==> src/hw/rtl/ir_sweep_object_detector_macros.svh <==
// Assertion macros for the IR sweep object detector.
// Each macro expects clk and rst_n to be visible where it is used.
`ifndef IR_SWEEP_OBJECT_DETECTOR_MACROS_SVH
`define IR_SWEEP_OBJECT_DETECTOR_MACROS_SVH

// Same-cycle implication, checked outside reset
`define IRSOD_ASSERT_IMPL(label, ante, cons) \
  label: assert property (@(posedge clk) disable iff (!rst_n) (ante) |-> (cons)) \
    else $error("irsod: assertion failed");

// Next-cycle implication, checked outside reset
`define IRSOD_ASSERT_NEXT(label, ante, cons) \
  label: assert property (@(posedge clk) disable iff (!rst_n) (ante) |=> (cons)) \
    else $error("irsod: assertion failed");

`endif

==> src/hw/rtl/irsod_pkg.sv <==
// Shared types and constants for the IR sweep object detector.
// No dependencies.
package irsod_pkg;

  // Field widths
  localparam int ANGLE_W   = 8;
  localparam int READ_W    = 12;
  localparam int LEVEL_W   = 13;
  localparam int COUNT_W   = 6;
  localparam int STEP_W    = 10;
  localparam int FLOOR_W   = 12;
  localparam int MINW_W    = 8;
  localparam int SUM_W     = 14;
  localparam int AVG_W     = 12;
  localparam int CFG_IDX_W = 4;
  localparam int CFG_DAT_W = 13;

  // Raw readings are taken on this many low bits
  localparam int SAMPLE_BITS = 12;

  localparam int MAX_OBJECTS_DEF = 32;
  localparam int FIFO_DEPTH      = 2;

  // Divide by three: x * 43691 >> 17 is exact for x below 2^17
  localparam int          RECIP3_W     = 16;
  localparam int          RECIP3_SHIFT = 17;
  localparam logic [15:0] RECIP3       = 16'd43691;

  localparam logic [LEVEL_W-1:0] LEVEL_MAX = 13'h1FFF;

  // Register defaults
  localparam logic [FLOOR_W-1:0] LEVEL_FLOOR_RST     = 12'd800;
  localparam logic [STEP_W-1:0]  ROUND_STEP_RST      = 10'd100;
  localparam logic [LEVEL_W-1:0] START_THRESHOLD_RST = 13'd800;
  localparam logic [MINW_W-1:0]  MIN_WIDTH_RST       = 8'd8;

  // Register indexes
  typedef enum logic [CFG_IDX_W-1:0] {
    CFG_LEVEL_FLOOR     = 4'd0,
    CFG_ROUND_STEP      = 4'd1,
    CFG_START_THRESHOLD = 4'd2,
    CFG_MIN_WIDTH       = 4'd3
  } irsod_cfg_idx_t;

  typedef struct packed {
    logic [FLOOR_W-1:0] level_floor;
    logic [STEP_W-1:0]  round_step;
    logic [LEVEL_W-1:0] start_threshold;
    logic [MINW_W-1:0]  min_width;
  } irsod_cfg_t;

  typedef struct packed {
    logic [ANGLE_W-1:0] sweep_angle;
    logic [READ_W-1:0]  reading_a;
    logic [READ_W-1:0]  reading_b;
    logic [READ_W-1:0]  reading_c;
    logic               sweep_end;
  } irsod_in_t;

  typedef struct packed {
    logic [LEVEL_W-1:0] level;
    logic [COUNT_W-1:0] object_count;
    logic               object_done;
    logic [ANGLE_W-1:0] object_width;
    logic [ANGLE_W-1:0] object_center;
    logic               overflow;
    logic               final_res;
    logic               smallest_valid;
    logic [ANGLE_W-1:0] smallest_width;
    logic [ANGLE_W-1:0] smallest_center;
  } irsod_out_t;

  // Classified point handed from front to back
  typedef struct packed {
    logic [AVG_W-1:0]   avg;
    logic [ANGLE_W-1:0] angle;
    logic               last;
  } irsod_work_t;

  typedef enum logic [1:0] {
    B_IDLE,
    B_DIV,
    B_EMIT
  } irsod_bstate_t;

endpackage

==> src/hw/rtl/irsod_front.sv <==
// Front end: accepts sweep points, floors and sums the readings, averages.
// Depends on irsod_pkg.
module irsod_front
  import irsod_pkg::*;
(
  input  logic               clk,
  input  logic               rst_n,
  input  logic [FLOOR_W-1:0] level_floor,
  input  logic               push,
  output logic               full,
  input  irsod_in_t          in_data,
  output logic               q_push,
  input  logic               q_full,
  output irsod_work_t        q_data
);

  localparam logic [READ_W-1:0] SampleMask =
    (SAMPLE_BITS >= READ_W) ? '1 : READ_W'((1 << SAMPLE_BITS) - 1);

  logic               stg_valid_r, stg_valid_nxt;
  logic [SUM_W-1:0]   sum_r, sum_nxt;
  logic [ANGLE_W-1:0] angle_r;
  logic               last_r;
  logic               accept;
  logic               advance;
  logic [READ_W-1:0]  fa, fb, fc;
  logic [SUM_W+RECIP3_W-1:0] prod;

  function automatic logic [READ_W-1:0] floor_rd(input logic [READ_W-1:0] raw,
                                                 input logic [FLOOR_W-1:0] flr);
    logic [READ_W-1:0] m;
    m = raw & SampleMask;
    return (m < flr) ? flr : m;
  endfunction

  // Handshake: stage moves into the queue whenever the queue has room
  assign advance = stg_valid_r && !q_full;
  assign full    = stg_valid_r && q_full;
  assign accept  = push && !full;

  // Floor and sum
  always_comb begin
    fa      = floor_rd(in_data.reading_a, level_floor);
    fb      = floor_rd(in_data.reading_b, level_floor);
    fc      = floor_rd(in_data.reading_c, level_floor);
    sum_nxt = SUM_W'(fa) + SUM_W'(fb) + SUM_W'(fc);
    stg_valid_nxt = accept ? 1'b1 : (advance ? 1'b0 : stg_valid_r);
  end

  always_ff @(posedge clk) begin
    if (!rst_n) begin
      stg_valid_r <= 1'b0;
    end else begin
      stg_valid_r <= stg_valid_nxt;
    end
  end

  always_ff @(posedge clk) begin
    if (accept) begin
      sum_r   <= sum_nxt;
      angle_r <= in_data.sweep_angle;
      last_r  <= in_data.sweep_end;
    end
  end

  // Average by reciprocal multiply
  assign prod   = (SUM_W+RECIP3_W)'(sum_r) * (SUM_W+RECIP3_W)'(RECIP3);
  assign q_push = stg_valid_r;
  assign q_data = '{avg:   prod[RECIP3_SHIFT +: AVG_W],
                    angle: angle_r,
                    last:  last_r};

endmodule

==> src/hw/rtl/irsod_fifo.sv <==
// Short queue between front and back ends.
// Depends on irsod_pkg.
module irsod_fifo
  import irsod_pkg::*;
(
  input  logic        clk,
  input  logic        rst_n,
  input  logic        push,
  output logic        full,
  input  irsod_work_t wr_data,
  input  logic        pop,
  output logic        empty,
  output irsod_work_t rd_data
);

  localparam int PTR_W = (FIFO_DEPTH > 1) ? $clog2(FIFO_DEPTH) : 1;
  localparam int CNT_W = $clog2(FIFO_DEPTH + 1);
  localparam logic [CNT_W-1:0] DepthCnt = CNT_W'(FIFO_DEPTH);
  localparam logic [PTR_W-1:0] LastPtr  = PTR_W'(FIFO_DEPTH - 1);

  irsod_work_t        mem [FIFO_DEPTH];
  logic [PTR_W-1:0]   wr_ptr_r, wr_ptr_nxt;
  logic [PTR_W-1:0]   rd_ptr_r, rd_ptr_nxt;
  logic [CNT_W-1:0]   cnt_r, cnt_nxt;
  logic               do_push, do_pop;

  assign full    = (cnt_r == DepthCnt);
  assign empty   = (cnt_r == '0);
  assign do_push = push && !full;
  assign do_pop  = pop && !empty;
  assign rd_data = mem[rd_ptr_r];

  // Pointer and count update
  always_comb begin
    wr_ptr_nxt = wr_ptr_r;
    rd_ptr_nxt = rd_ptr_r;
    cnt_nxt    = cnt_r;
    if (do_push) begin
      wr_ptr_nxt = (wr_ptr_r == LastPtr) ? '0 : wr_ptr_r + 1'b1;
    end
    if (do_pop) begin
      rd_ptr_nxt = (rd_ptr_r == LastPtr) ? '0 : rd_ptr_r + 1'b1;
    end
    if (do_push && !do_pop) begin
      cnt_nxt = cnt_r + 1'b1;
    end else if (do_pop && !do_push) begin
      cnt_nxt = cnt_r - 1'b1;
    end
  end

  always_ff @(posedge clk) begin
    if (!rst_n) begin
      wr_ptr_r <= '0;
      rd_ptr_r <= '0;
      cnt_r    <= '0;
    end else begin
      wr_ptr_r <= wr_ptr_nxt;
      rd_ptr_r <= rd_ptr_nxt;
      cnt_r    <= cnt_nxt;
    end
  end

  always_ff @(posedge clk) begin
    if (do_push) begin
      mem[wr_ptr_r] <= wr_data;
    end
  end

endmodule

==> src/hw/rtl/irsod_back.sv <==
// Back end: iterative rounding remainder, object tracking, result register.
// Depends on irsod_pkg.
module irsod_back
  import irsod_pkg::*;
#(
  parameter int MAX_OBJECTS = MAX_OBJECTS_DEF
) (
  input  logic        clk,
  input  logic        rst_n,
  input  irsod_cfg_t  cfg,
  input  logic        q_empty,
  input  irsod_work_t q_data,
  output logic        q_pop,
  output logic        empty,
  input  logic        pop,
  output irsod_out_t  out_data
);

  localparam int CNT_W = $clog2(AVG_W);
  localparam logic [CNT_W-1:0]   LastIter = CNT_W'(AVG_W - 1);
  localparam logic [COUNT_W-1:0] MaxCnt   = COUNT_W'(MAX_OBJECTS);

  irsod_bstate_t state_r, state_nxt;

  // Divider registers
  irsod_work_t         work_r;
  logic [AVG_W-1:0]    quo_r, quo_nxt;
  logic [STEP_W-1:0]   rem_r, rem_nxt;
  logic [STEP_W-1:0]   step_r, step_nxt;
  logic [CNT_W-1:0]    cnt_r, cnt_nxt;
  logic [STEP_W:0]     trial;

  // Sweep tracking
  logic                in_obj_r, in_obj_nxt;
  logic [ANGLE_W-1:0]  st_ang_r, st_ang_nxt;
  logic [LEVEL_W-1:0]  st_lvl_r, st_lvl_nxt;
  logic [COUNT_W-1:0]  seen_r, seen_nxt;
  logic                best_ok_r, best_ok_nxt;
  logic [ANGLE_W-1:0]  best_w_r, best_w_nxt;
  logic [ANGLE_W-1:0]  best_c_r, best_c_nxt;

  // Result register
  logic                out_valid_r, out_valid_nxt;
  irsod_out_t          out_r, out_nxt;

  logic                emit_go;
  logic [SUM_W-1:0]    lvl_wide;
  logic [LEVEL_W-1:0]  lvl;
  logic                done;
  logic [ANGLE_W-1:0]  obj_w, obj_c;
  logic [ANGLE_W:0]    ang_sum;

  assign q_pop    = (state_r == B_IDLE) && !q_empty;
  assign emit_go  = (state_r == B_EMIT) && (!out_valid_r || pop);
  assign empty    = !out_valid_r;
  assign out_data = out_r;

  // Sequencer
  always_comb begin
    state_nxt = state_r;
    unique case (state_r)
      B_IDLE: if (!q_empty) state_nxt = B_DIV;
      B_DIV:  if (cnt_r == LastIter) state_nxt = B_EMIT;
      B_EMIT: if (emit_go) state_nxt = B_IDLE;
      default: state_nxt = B_IDLE;
    endcase
  end

  always_ff @(posedge clk) begin
    if (!rst_n) begin
      state_r <= B_IDLE;
    end else begin
      state_r <= state_nxt;
    end
  end

  // Restoring remainder, one quotient bit per cycle
  always_comb begin
    quo_nxt  = quo_r;
    rem_nxt  = rem_r;
    step_nxt = step_r;
    cnt_nxt  = cnt_r;
    trial    = {rem_r, quo_r[AVG_W-1]};
    if (q_pop) begin
      quo_nxt  = q_data.avg;
      rem_nxt  = '0;
      step_nxt = (cfg.round_step == '0) ? STEP_W'(1) : cfg.round_step;
      cnt_nxt  = '0;
    end else if (state_r == B_DIV) begin
      quo_nxt = {quo_r[AVG_W-2:0], 1'b0};
      rem_nxt = (trial >= {1'b0, step_r}) ? STEP_W'(trial - {1'b0, step_r})
                                          : trial[STEP_W-1:0];
      cnt_nxt = cnt_r + 1'b1;
    end
  end

  always_ff @(posedge clk) begin
    quo_r  <= quo_nxt;
    rem_r  <= rem_nxt;
    step_r <= step_nxt;
    cnt_r  <= cnt_nxt;
    if (q_pop) begin
      work_r <= q_data;
    end
  end

  // Rounding, object edges and smallest tracking
  always_comb begin
    lvl_wide = SUM_W'(work_r.avg) - SUM_W'(rem_r);
    if (rem_r > (step_r >> 1)) begin
      lvl_wide = lvl_wide + SUM_W'(step_r);
    end
    lvl = (lvl_wide > SUM_W'(LEVEL_MAX)) ? LEVEL_MAX : lvl_wide[LEVEL_W-1:0];

    in_obj_nxt  = in_obj_r;
    st_ang_nxt  = st_ang_r;
    st_lvl_nxt  = st_lvl_r;
    seen_nxt    = seen_r;
    best_ok_nxt = best_ok_r;
    best_w_nxt  = best_w_r;
    best_c_nxt  = best_c_r;
    done        = 1'b0;
    obj_w       = '0;
    obj_c       = '0;
    ang_sum     = (ANGLE_W+1)'(work_r.angle) + (ANGLE_W+1)'(st_ang_r);

    if (!in_obj_r) begin
      if (lvl > cfg.start_threshold) begin
        in_obj_nxt = 1'b1;
        st_ang_nxt = work_r.angle;
        st_lvl_nxt = lvl;
      end
    end else if (lvl < st_lvl_r) begin
      done       = 1'b1;
      in_obj_nxt = 1'b0;
      obj_w      = (work_r.angle >= st_ang_r) ? work_r.angle - st_ang_r : '0;
      obj_c      = ang_sum[ANGLE_W:1];
      if (seen_r < MaxCnt) begin
        seen_nxt = seen_r + 1'b1;
        if ((obj_w > cfg.min_width) && (!best_ok_r || obj_w <= best_w_r)) begin
          best_ok_nxt = 1'b1;
          best_w_nxt  = obj_w;
          best_c_nxt  = obj_c;
        end
      end
    end

    out_nxt.level           = lvl;
    out_nxt.object_count    = seen_nxt;
    out_nxt.object_done     = done;
    out_nxt.object_width    = obj_w;
    out_nxt.object_center   = obj_c;
    out_nxt.overflow        = (seen_nxt >= MaxCnt);
    out_nxt.final_res       = work_r.last;
    out_nxt.smallest_valid  = work_r.last && best_ok_nxt;
    out_nxt.smallest_width  = (work_r.last && best_ok_nxt) ? best_w_nxt : '0;
    out_nxt.smallest_center = (work_r.last && best_ok_nxt) ? best_c_nxt : '0;

    // End of sweep returns the tracking state to reset
    if (work_r.last) begin
      in_obj_nxt  = 1'b0;
      st_ang_nxt  = '0;
      st_lvl_nxt  = '0;
      seen_nxt    = '0;
      best_ok_nxt = 1'b0;
      best_w_nxt  = '0;
      best_c_nxt  = '0;
    end

    out_valid_nxt = emit_go ? 1'b1 : (pop ? 1'b0 : out_valid_r);
  end

  always_ff @(posedge clk) begin
    if (!rst_n) begin
      in_obj_r    <= 1'b0;
      st_ang_r    <= '0;
      st_lvl_r    <= '0;
      seen_r      <= '0;
      best_ok_r   <= 1'b0;
      best_w_r    <= '0;
      best_c_r    <= '0;
      out_valid_r <= 1'b0;
    end else begin
      out_valid_r <= out_valid_nxt;
      if (emit_go) begin
        in_obj_r  <= in_obj_nxt;
        st_ang_r  <= st_ang_nxt;
        st_lvl_r  <= st_lvl_nxt;
        seen_r    <= seen_nxt;
        best_ok_r <= best_ok_nxt;
        best_w_r  <= best_w_nxt;
        best_c_r  <= best_c_nxt;
      end
    end
  end

  always_ff @(posedge clk) begin
    if (emit_go) begin
      out_r <= out_nxt;
    end
  end

endmodule

==> src/hw/rtl/ir_sweep_object_detector.sv <==
// A pushed point is registered in the front stage, then passes the queue, the back
// end's 12-step remainder unit that rounds the average to the step, and the result
// register (empty low). Only then does the back end take a new point.
// The front takes a new point while the back works; a 2-entry queue parts them.
// Reset (rst_n low, synchronous) empties all queues, clears sweep tracking
// and loads the register defaults.
`include "ir_sweep_object_detector_macros.svh"

module ir_sweep_object_detector
  import irsod_pkg::*;
#(
  parameter int MAX_OBJECTS = MAX_OBJECTS_DEF
) (
  input  logic                 clk,
  input  logic                 rst_n,
  // input queue side
  input  logic                 push,
  output logic                 full,
  input  irsod_in_t            in_data,
  // result queue side
  output logic                 empty,
  input  logic                 pop,
  output irsod_out_t           out_data,
  // configuration writes
  input  logic                 cfg_valid,
  output logic                 cfg_ready,
  input  logic [CFG_IDX_W-1:0] cfg_index,
  input  logic [CFG_DAT_W-1:0] cfg_data
);

  irsod_cfg_t  cfg_r;
  irsod_work_t q_wdata, q_rdata;
  logic        q_push, q_full, q_pop, q_empty;

  assign cfg_ready = 1'b1;

  // Register file decode
  always_ff @(posedge clk) begin
    if (!rst_n) begin
      cfg_r.level_floor     <= LEVEL_FLOOR_RST;
      cfg_r.round_step      <= ROUND_STEP_RST;
      cfg_r.start_threshold <= START_THRESHOLD_RST;
      cfg_r.min_width       <= MIN_WIDTH_RST;
    end else if (cfg_valid && cfg_ready) begin
      unique case (cfg_index)
        CFG_LEVEL_FLOOR:     cfg_r.level_floor     <= cfg_data[FLOOR_W-1:0];
        CFG_ROUND_STEP:      cfg_r.round_step      <= cfg_data[STEP_W-1:0];
        CFG_START_THRESHOLD: cfg_r.start_threshold <= cfg_data[LEVEL_W-1:0];
        CFG_MIN_WIDTH:       cfg_r.min_width       <= cfg_data[MINW_W-1:0];
        default: ;
      endcase
    end
  end

  irsod_front u_front (
    .clk         (clk),
    .rst_n       (rst_n),
    .level_floor (cfg_r.level_floor),
    .push        (push),
    .full        (full),
    .in_data     (in_data),
    .q_push      (q_push),
    .q_full      (q_full),
    .q_data      (q_wdata)
  );

  irsod_fifo u_fifo (
    .clk     (clk),
    .rst_n   (rst_n),
    .push    (q_push),
    .full    (q_full),
    .wr_data (q_wdata),
    .pop     (q_pop),
    .empty   (q_empty),
    .rd_data (q_rdata)
  );

  irsod_back #(
    .MAX_OBJECTS (MAX_OBJECTS)
  ) u_back (
    .clk      (clk),
    .rst_n    (rst_n),
    .cfg      (cfg_r),
    .q_empty  (q_empty),
    .q_data   (q_rdata),
    .q_pop    (q_pop),
    .empty    (empty),
    .pop      (pop),
    .out_data (out_data)
  );

  // Smallest-object report appears only on the last point of a sweep
  `IRSOD_ASSERT_IMPL(a_smallest_only_final, !empty && !out_data.final_res, !out_data.smallest_valid)
  // Overflow flag tracks the saturated count
  `IRSOD_ASSERT_IMPL(a_overflow_count, !empty, out_data.overflow == (out_data.object_count >= COUNT_W'(MAX_OBJECTS)))
  // No object closed means width and centre read zero
  `IRSOD_ASSERT_IMPL(a_no_obj_zero, !empty && !out_data.object_done, out_data.object_width == '0 && out_data.object_center == '0)
  // The queue never overfills: front holds its stage while the queue is full
  `IRSOD_ASSERT_NEXT(a_front_holds, q_full && !q_pop && q_push, q_push)

endmodule

==> config.mk <==
export PLATFORM = sky130hd
export DESIGN_NAME = ir_sweep_object_detector
export DESIGN_NICKNAME = d
export VERILOG_FILES = /design/src/hw/rtl/irsod_pkg.sv /design/src/hw/rtl/irsod_front.sv /design/src/hw/rtl/irsod_fifo.sv /design/src/hw/rtl/irsod_back.sv /design/src/hw/rtl/ir_sweep_object_detector.sv
export VERILOG_INCLUDE_DIRS = /design/src /design/src/hw/rtl
export SDC_FILE = /design/constraint.sdc
export NUM_CORES = 1
export LEC_CHECK = 0
export BUFFER_PORTS_ARGS = -buffer_cell sky130_fd_sc_hd__buf_2
export CELL_PAD_IN_SITES_DETAIL_PLACEMENT = 1
export CELL_PAD_IN_SITES_GLOBAL_PLACEMENT = 1
export CORE_MARGIN = 2
export CORE_UTILIZATION = 46
export DETAILED_ROUTE_END_ITERATION = 6
export PLACE_DENSITY = 0.75
export SETUP_SLACK_MARGIN = 0.3
export SYNTH_ARGS = -nofsm -noshare
export SYNTH_HDL_FRONTEND = slang
export SYNTH_SLANG_ARGS = --single-unit
==> constraint.sdc <==
create_clock -name clk -period 14.8 [get_ports clk]
set_clock_uncertainty 0.2 [all_clocks]
set_input_delay 0.74 -clock clk [delete_from_list [all_inputs] [get_ports clk]]
set_output_delay 0.74 -clock clk [all_outputs]
set_load 0.1 [all_outputs]
==> impl_metrics.sql <==
INSERT INTO impl_metrics (metric_group, metric, value, unit) VALUES
('clock_network', 'insertion_delay', '580', 'ps'),
('synthesis', 'postSynthCellCount', '2030', ''),
('synthesis', 'synthDominantCellAreaShare', '25.1', '%'),
('hold_path', 'hold_path_class', 'in2reg', ''),
('global_route', 'track_usage', '25.7', '%'),
('clock_network', 'h_tree_levels', '1', ''),
('routing', 'postRouteAntennaNets', '0', ''),
('worst_setup_path', 'start_kind', 'flop', ''),
('synthesis', 'synth.lib_cells_used.distinct', '69', ''),
('timing', 'unrepaired_setup_endpoints_after_global_routing', 'false', ''),
('cells_and_area', 'antenna-diode-count', '0', ''),
('placement', 'detailed_place_hpwl', '42700', 'um'),
('worst_setup_path', 'timing.setup.critical_path_class', 'reg2reg', ''),
('synthesis', 'synthAdderAreaFrac', '22.2', '%'),
('clock_network', 'cts_root_buffer', 'clkbuf_16', ''),
('timing', 'whs', '138', 'ps'),
('synthesis', 'netlist_top_cells_area', 'edfxtp_1 25%, ha_1 16%, dfxtp_1 11%', ''),
('timing', 'relSlewSlack', '29.4', '%'),
('timing', 'minimum_clock_period_after_layout', '8060', 'ps'),
('global_route', 'grt_first_pass_wirelength', '89900', 'um'),
('synthesis', 'synth_compound_gate_area_share', '16.2', '%'),
('synthesis', 'synth_seq_area_share', '36.5', '%'),
('synthesis', 'synthMuxAreaShare', '1.80', '%'),
('routing', 'num_vias', '15600', ''),
('clock_network', 'cts_buffers', '30', ''),
('timing', 'finalSetupTns', '0', 'ps'),
('clock_network', 'cts.repair.resized', '0', ''),
('global_route', 'initial_antenna_violation_count', '1', ''),
('routing', 'detailedRoute.firstIterationViolations', '784', ''),
('clock_network', 'cts_post_setup_buffers_inserted', '0', ''),
('clock_network', 'cts-root-to-sink-buffers', '3', ''),
('synthesis', 'yosys-top-cells-count', '245 x ha_1, 209 x inv_1, 168 x nand2_1', ''),
('timing', 'period_share', '54.4', '%'),
('routing', 'route.detailed.vias_per_inst', '5.83', ''),
('worst_setup_path', 'critPathArrivalTime', '8320', 'ps'),
('status', 'outcome', 'finished, final reports clean', ''),
('synthesis', 'synth_top_area_cell', 'edfxtp_1', ''),
('cells_and_area', 'finish.net_count', '2487', ''),
('die', 'die_height', '209', 'um'),
('clock_network', 'path_clk_slew', '60', 'ps'),
('cells_and_area', 'syn_to_final_growth', '11.2', '%'),
('synthesis', 'synthesis.area', '0.0194', 'mm2'),
('synthesis', 'synth-simple-area-share', '14.2', '%'),
('routing', 'avgRoutedWirePerCell', '20.9', 'um'),
('timing', 'worst_slew_pin_slew', '1060', 'ps'),
('worst_setup_path', 'critical-path-top-delay-family', 'compound AO/OA/AOI/OAI gates', ''),
('cells_and_area', 'final_layout_size_suffix_gt1_share', '11.1', '%'),
('worst_setup_path', 'cp_peak_stage_delay', '740', 'ps'),
('cells_and_area', 'multi_input_gate_area_in_the_final_layout', '0.0112', 'mm2'),
('global_route', 'grt_pass1_vias', '16700', ''),
('synthesis', 'ys_async_sr_fraction', '0', '%'),
('die', 'std_cell_rows', '75', ''),
('routing', 'drc_violation_count_after_routing', '0', ''),
('routing', 'detail_route.first_pass.iterations', '5', ''),
('synthesis', 'syn-mean-instance-area', '9.56', 'um2'),
('synthesis', 'synth-seq-cells', '273', ''),
('placement', 'globalplace.congestion', '0.872', ''),
('cells_and_area', 'layout.filler_cells', '4731', ''),
('flow_run', 'max_cap_viol_count', '0', ''),
('clock_network', 'cts_tree', 'yes', ''),
('synthesis', 'yosysMostFrequentCell', 'ha_1', ''),
('die', 'floorplan.die.width', '209', 'um'),
('placement', 'io_buffers', '123', ''),
('die', 'effective_utilization_at_floorplan', '46.5', '%'),
('timing', 'max_clock_freq', '124', 'MHz'),
('worst_setup_path', 'cp.buffers_inverters', '2', ''),
('global_route', 'grt_max_degree', '59', ''),
('synthesis', 'ys.warnings.count', '0', ''),
('routing', 'totalWireLength', '55900', 'um'),
('die', 'io_count', '125', ''),
('synthesis', 'synthXorXnorAreaFrac', '3.16', '%');
==> worst paths after layout <==
| path | start | end | slack, ps | depth (start not counted) |
|---|---|---|---|---|
| max | u_back.rem_r[0] | u_back.best_c_r[6] | 6740 | 26 |
| min | in_data[0] | u_front.last_r | 140 | 1 |
| min reg2reg | u_front.angle_r[6] | u_fifo.mem[0][7] | 260 | 0 |
| max reg2reg | u_back.rem_r[0] | u_back.best_c_r[6] | 6740 | 26 |
==> worst reg2reg max path, cell delays in order, from the launching register on <==
cell and delay [ps]:
dfxtp_1 350, ha_1 230, fa_1 410, nor2b_1 200, o31a_1 210, o21ai_0 100
nand2b_1 130, a31oi_1 120, xnor2_1 320, ha_1 270, a221oi_1 70, a31o_2 240
a211oi_2 360, o211ai_1 260, o21ai_1 540, o311ai_0 460, ha_1 430, a21o_1 160
a21o_1 170, a21oi_1 150, o221ai_1 140, a31o_2 240, a21o_1 150, buf_4 250
inv_1 640, nand4_1 740, o22ai_1 390
==> registers in the layout, indices dropped and copies added, names as in the netlist, 10 cells and up, named ones only <==
| register | count |
|---|---|
| u_back.st_lvl_r | 13 |
| u_fifo.mem | 42 |
| u_back.quo_r | 12 |
| cfg_r | 43 |
| u_front.sum_r | 14 |
| u_back.rem_r | 10 |
| u_back.out_data | 54 |
| u_back.work_r | 20 |
| u_back.step_r | 10 |
==> per-stage QoR <==
stage | cells | utilization [%] | instance area (um2) | setup WS, ps
4_1_cts | 2675 | 51.7 | 21600 | 6800
3_3_place_gp | 2619 | 49.1 | 20500 | 7300
2_1_floorplan | 2030 | - | 19400 | 9010
3_5_place_dp | 2619 | 49.1 | 20500 | 6950
6_report | 2676 | 51.7 | 21600 | 6740
5_1_grt | 2676 | 51.7 | 21600 | 6010
==> cells by family after synthesis <==
family                     after synthesis
muxes                                   32
AOI/OAI and AO/OA                      472
DFF                                    273
xor gates and xnor gates                70
adders and majority gates              307
and+or+nand+nor                        573
other                                    1
buffers and inverters                  302
==> final cells by class <==
type / instances / area share [%]
sequential: 273 / 32.8
timing repair buffer: 142 / 3.51
inverter: 211 / 3.67
clock buffer: 38 / 3.76
tap: 539 / 3.12
multi-input combinational: 1455 / 51.8
clock inverter: 18 / 1.29
==> routing by layer <==
| layer | up-vias | wire length [um] | GRT usage [%] |
|---|---|---|---|
| met5 | - | 0 | 0 |
| li1 | 7429 | - | - |
| met4 | 0 | 1610 | 8.15 |
| met1 | 7737 | 23900 | 32.0 |
| met2 | 352 | 27900 | 46.5 |
| met3 | 92 | 2460 | 2.92 |
==> layout by cell type, fill, tap and decap left out, types with 11 or more instances in the layout <==
cell,instances
ha_1,245
inv_1,208
nand2_1,168
edfxtp_1,162
buf_2,123
nor2_1,115
a21oi_1,114
dfxtp_1,111
nand3_1,97
o21ai_0,67
fa_1,62
o211ai_1,51
and3_1,47
a22oi_1,45
xnor2_1,44
a21o_1,34
clkbuf_16,30
o21a_1,29
nor3_1,29
xor2_1,26
mux2_2,23
nor2b_1,22
nand2b_1,19
nand4_1,19
o22ai_1,19
buf_4,19
a211oi_1,17
or3_1,12
or2_2,11
a31oi_1,11
Power is not shown: default switching activity piles up to over one toggle a cycle in this logic, so the estimate is an artifact.
